### src/rtl/core/pnsp_pkg.sv
`default_nettype none
// ----------------------------------------------------------------------------
// pnsp_pkg
// Shared opcodes, status codes and controller command/status types.
// ----------------------------------------------------------------------------
package pnsp_pkg;

  localparam logic [1:0] OP_CLEAR  = 2'd0;
  localparam logic [1:0] OP_APPEND = 2'd1;
  localparam logic [1:0] OP_QUERY  = 2'd2;

  localparam logic [1:0] ST_DONE  = 2'd0;
  localparam logic [1:0] ST_FEW   = 2'd1;
  localparam logic [1:0] ST_FULL  = 2'd2;
  localparam logic [1:0] ST_LOAD  = 2'd3;

  // datapath commands
  typedef struct packed {
    logic clear;      // vertex_count <= 0
    logic append;     // write vertex, count++
    logic latch_q;    // capture query point
    logic scan_addr;  // drive scan address k
    logic scan_first; // first scan sample
    logic seg_setup;  // compute prev/next
    logic rd_a;       // read projection vertex A (sel seg)
    logic rd_b;       // read projection vertex B
    logic cap_a;      // capture A data
    logic cap_b;      // capture B data
    logic prj_start;  // start projection of selected segment
    logic prj_sel;    // 0 outgoing, 1 incoming
    logic prj_save;   // store projection result
    logic pick;       // final select
  } pnsp_cmd_t;

  typedef struct packed {
    logic scan_last;  // last scan address issued
    logic prj_done;
    logic few;
    logic full;
  } pnsp_sts_t;

endpackage
`default_nettype wire

### src/rtl/core/pnsp_ctrl.sv
`default_nettype none
// ----------------------------------------------------------------------------
// pnsp_ctrl
// Controller: handshakes, scan sequencing and projection sequencing.
// ----------------------------------------------------------------------------
module pnsp_ctrl
  import pnsp_pkg::*;
(
  input  wire logic       clk,
  input  wire logic       rst,
  input  wire logic       in_valid,
  output      logic       in_ready,
  input  wire logic [1:0] opcode,
  output      logic       out_valid,
  input  wire logic       out_ready,
  output      logic [1:0] st,
  output      pnsp_cmd_t  cmd,
  input  wire pnsp_sts_t  sts
);
  localparam logic [3:0] S_IDLE = 4'd0, S_SCAN = 4'd1, S_DRAIN = 4'd2, S_SETUP = 4'd3,
                         S_RA = 4'd4, S_RB = 4'd5, S_CA = 4'd6, S_CB = 4'd7,
                         S_PRJ = 4'd8, S_PICK = 4'd9, S_OUT = 4'd10;
  logic [3:0] state, state_next;
  logic [1:0] drain;
  logic [1:0] fcnt;
  logic sel;
  logic acc;

  assign in_ready = (state == S_IDLE) && !out_valid;
  assign acc = in_valid && in_ready;

  always_comb begin
    cmd = '0;
    state_next = state;
    cmd.prj_sel = sel;
    case (state)
      S_IDLE: if (acc) begin
        if (opcode == OP_CLEAR) cmd.clear = 1'b1;
        else if (opcode == OP_APPEND && !sts.full) cmd.append = 1'b1;
        else if (opcode == OP_QUERY && !sts.few) begin
          cmd.latch_q = 1'b1;
          state_next = S_SCAN;
        end
      end
      S_SCAN: begin
        cmd.scan_addr = 1'b1;
        if (sts.scan_last) state_next = S_DRAIN;
      end
      S_DRAIN: if (drain == 2'd3) state_next = S_SETUP;
      S_SETUP: begin cmd.seg_setup = 1'b1; state_next = S_RA; end
      S_RA: begin cmd.rd_a = 1'b1; state_next = S_RB; end
      S_RB: begin cmd.rd_b = 1'b1; cmd.cap_a = 1'b1; state_next = S_CB; end
      S_CB: begin cmd.cap_b = 1'b1; state_next = S_CA; end
      S_CA: begin cmd.prj_start = 1'b1; state_next = S_PRJ; end
      S_PRJ: if (sts.prj_done) begin
        cmd.prj_save = 1'b1;
        state_next = sel ? S_PICK : S_RA;
      end
      S_PICK: begin cmd.pick = 1'b1; state_next = S_OUT; end
      S_OUT: state_next = S_IDLE;
      default: state_next = S_IDLE;
    endcase
    cmd.scan_first = (fcnt == 2'd2);
  end

  always_ff @(posedge clk) begin
    if (rst) begin
      state <= S_IDLE; out_valid <= 1'b0; drain <= '0; sel <= 1'b0;
      st <= ST_DONE;
    end else begin
      state <= state_next;
      if (out_valid && out_ready) out_valid <= 1'b0;
      if (state == S_SCAN) drain <= '0;
      else if (state == S_DRAIN) drain <= drain + 1'b1;
      if (state == S_IDLE && acc) begin
        sel <= 1'b0;
        if (opcode == OP_CLEAR) begin st <= ST_LOAD; out_valid <= 1'b1; end
        else if (opcode == OP_APPEND) begin
          st <= sts.full ? ST_FULL : ST_LOAD; out_valid <= 1'b1;
        end else if (opcode == OP_QUERY) begin
          st <= sts.few ? ST_FEW : ST_DONE;
          if (sts.few) out_valid <= 1'b1;
        end
      end
      if (state == S_PRJ && sts.prj_done) sel <= 1'b1;
      if (state == S_OUT) out_valid <= 1'b1;
    end
  end

  // scan_first marks the first compare, behind the read and square registers
  always_ff @(posedge clk) begin
    if (rst) fcnt <= '0;
    else if (cmd.latch_q) fcnt <= '0;
    else if (fcnt != 2'd3) fcnt <= fcnt + 1'b1;
  end
endmodule
`default_nettype wire

### config.mk
export PLATFORM = sky130hd
export DESIGN_NAME = pnsp_ctrl
export DESIGN_NICKNAME = d
export VERILOG_FILES = /design/src/rtl/core/pnsp_pkg.sv /design/src/rtl/core/pnsp_ctrl.sv
export SDC_FILE = /design/constraint.sdc
export NUM_CORES = 1
export LEC_CHECK = 0
export ABC_AREA = 1
export BUFFER_PORTS_ARGS = -buffer_cell sky130_fd_sc_hd__buf_4
export CORE_MARGIN = 10
export CORE_UTILIZATION = 51
export DETAILED_ROUTE_END_ITERATION = 6
export PLACE_DENSITY = 0.88
export SYNTH_ARGS = -nofsm -noshare
export SYNTH_HDL_FRONTEND = slang
export SYNTH_SLANG_ARGS = --single-unit
### constraint.sdc
create_clock -name clk -period 2.7 [get_ports clk]
set_input_delay 0 -clock clk [delete_from_list [all_inputs] [get_ports clk]]
set_output_delay 0 -clock clk [all_outputs]
set_load 0.03 [all_outputs]
==> metrics.yaml <==
firstDrtPassIters: 4
via_count: 861
gp_congestion: 0.8632
grt_pass1_wl_mm: 3.588
num_antenna_cells: 0
globalRouteTotalUtil_pct: 12.86
dieArea_um2: 3547
max_slew_violation_count: 0
critical_path.max_fanout: 7
instances_no_fill: 167
critical_path_class: "flip-flop to primary output"
synth_warnings: 0
leakage_nw: 0.5868
port_buffers: 27
placement.setup.worst_slack_ns: 1.373
drv_cap: 0
die_w_um: 59.56
num_rows: 14
netlist_instances: 121
route.detailed.drc: 0
final.fill_count: 136
drt_iter0_markers: 10
cts_root_buf: "clkbuf_4"
rsz0062_at_grt: "no"
commonest_non_fill_non_tap_cells_in_the_layout: "buf_4 (27), inv_1 (23), nor2_1 (19)"
finalSetupTns_ns: 0
vias_in_the_first_global_route: 852
setup_violations: 0
outcome: "completed"
ys_seq_area_share_pct: 30.09
worst_setup_path_end_kind: "primary output"
start_util_pct: 53.61
synth.lib_cells_used.distinct: 23
max-clock-path-buffers: 2
ioPinCount: 28
slew_headroom_pct: 76.81
post_synthesis_adder_cell_area_fraction_pct: 4.702
remaining_number_of_nets_flagged_by_the_antenna_check_after_routing: 0
path_clk_slew_ns: 0.09
dpl.hpwl_mm: 1.783
routed_wirelength_mm: 2.206
report.final.hold_viol_count: 0
syn_avg_cell_area_um2: 6.597
synth-main-ff-cell: "dfxtp_1"
ys_async_sr_fraction_pct: 0
final_period_minus_worst_setup_slack_ns: 1.622
final.setup.worst_slack_ns: 1.078
finish.utilization_pct: 70.67
clock_insertion_delay_at_the_later_pin_of_the_skew_report_ns: 0.28
placed_cells: 162
grt_max_degree: 8
post_drt_wl_per_cell_um: 13.21
cts_post_setup_buffers_inserted: 0
core-area_um2: 1489
tightest_slew_ns: 0.3474
skew_ns: 0.005476
synth_edf_count: 0
fmaxAchievable_ghz: 0.6165
drt-vias-per-instance: 5.156
htree_num_levels: 1
synthXorXnorAreaFrac_pct: 2.194
synth.cell_area_um2: 798.3
netlist.top_cell.by_area: "dfxtp_1"
post-layout-total-power_uw: 531.5
setup.worst_path.start_class: "flip-flop"
cts_tree: "done"
mostFrequentLayoutCell: "buf_4"
register_bit_count_reported_by_yosys: 12
netlist_top_cells_area: "dfxtp_1 (30%), inv_1 (11%), nor2_1 (8.9%)"
floorplan.die.height_um: 59.56
cts-buffers-inserted: 3
synthDominantCellAreaShare_pct: 30.09
synth.area.mux_share_pct: 0
post_route_cells_drive_above_1_share_pct: 29.80
area_growth_syn_to_layout_pct: 31.82
hold_path_class: "primary input to flip-flop"
antenna_found_initial: 0
synthesis.nets: 134
design_area_um2: 1052
worst_ep_required_time_ns: 2.70
clock-sinks: 12
nNetsFinal: 165
synth_simple_gate_area_share_pct: 36.83
max-vdd-ir-drop_mv: 0.3528
power_per_cell_area_nw_per_um2: 505.1
post_dp_cell_area_um2: 1006
gr-total-overflow: 0
synth_top_family_by_area: "simple AND/OR/NAND/NOR gates"
final_min_period_over_clock_period_pct: 60.08
critical_path_arrival_ns: 1.62
hold_ws_ns: 0.01597
synth_compound_gate_area_share_pct: 12.54
-- synth_stat cells, drive strengths merged, types with 2 or more instances --
cell and instances:
inv 25, nor3 2, dfxtp 12, nand2 20
ha 3, nand3 11, o21ai 7, a21oi 10
buf 2, xor2 2, nor2 24
-- state kept, by name, summed over array words and instances, names as in the netlist --
signal     count
state          4
drain          2
fcnt           2
st             2
out_valid      1
sel            1
-- final cells by class --
class                      instances  area (um2)  share of cell area [%]
timing repair buffer              28       212.7                   20.21
multi-input combinational         82       449.2                   42.69
tap                               16       20.02                   1.902
clock buffer                       4       36.28                   3.448
sequential                        12       240.2                   22.83
inverter                          25       93.84                   8.918
-- per-layer routing --
| layer | up-vias | part of all wire, % | GRT usage (%) |
|---|---|---|---|
| li1 | 437 | - | - |
| met1 | 375 | 40 | 13.32 |
| met2 | 47 | 49 | 21.99 |
| met3 | 2 | 9.7 | 4.936 |
| met4 | 0 | 0.59 | 6.410 |
| met5 | - | 0 | 0 |
-- power breakdown --
part           switching, mW  internal [mW]  leakage (nW)
clock                 0.0687         0.0820        0.0210
combinational          0.108         0.0644         0.468
sequential            0.0165          0.191        0.0979
-- final timing paths --
| kind | endpoint | cells after the start | startpoint | slack [ns] |
|---|---|---|---|---|
| hold / removal | out_valid | 4 | opcode[1] | 0.02 |
| setup reg to reg | state[0] | 7 | state[1] | 1.32 |
| hold reg to reg | st[1] | 2 | st[1] | 0.47 |
| setup / recovery | cmd[12] | 8 | state[0] | 1.08 |
-- what timing repair did --
action                    4_1_cts  5_1_grt
resized for setup               0        0
hold endpoints to repair        6        0
hold buffers                    1        0
-- critical path, stage by stage, from the launching register on --
cell and delay (ns):
dfxtp_1 0.42, nor2_4 0.19, nand2_4 0.09, nor2_4 0.12
nand2_2 0.10, inv_2 0.06, nand2_1 0.05, nor3_1 0.13
buf_4 0.19
-- kinds of logic (layout without fill, tap and decap cells) --
kind of cell,Yosys count,count (layout)
AO/OA/AOI/OAI,18,18
flip-flops,12,12
adder cells (fa/ha/maj),3,3
buffers and inverters,27,57
AND/OR/NAND/NOR,59,59
XOR/XNOR,2,2
(Power assumes the default switching activity.)
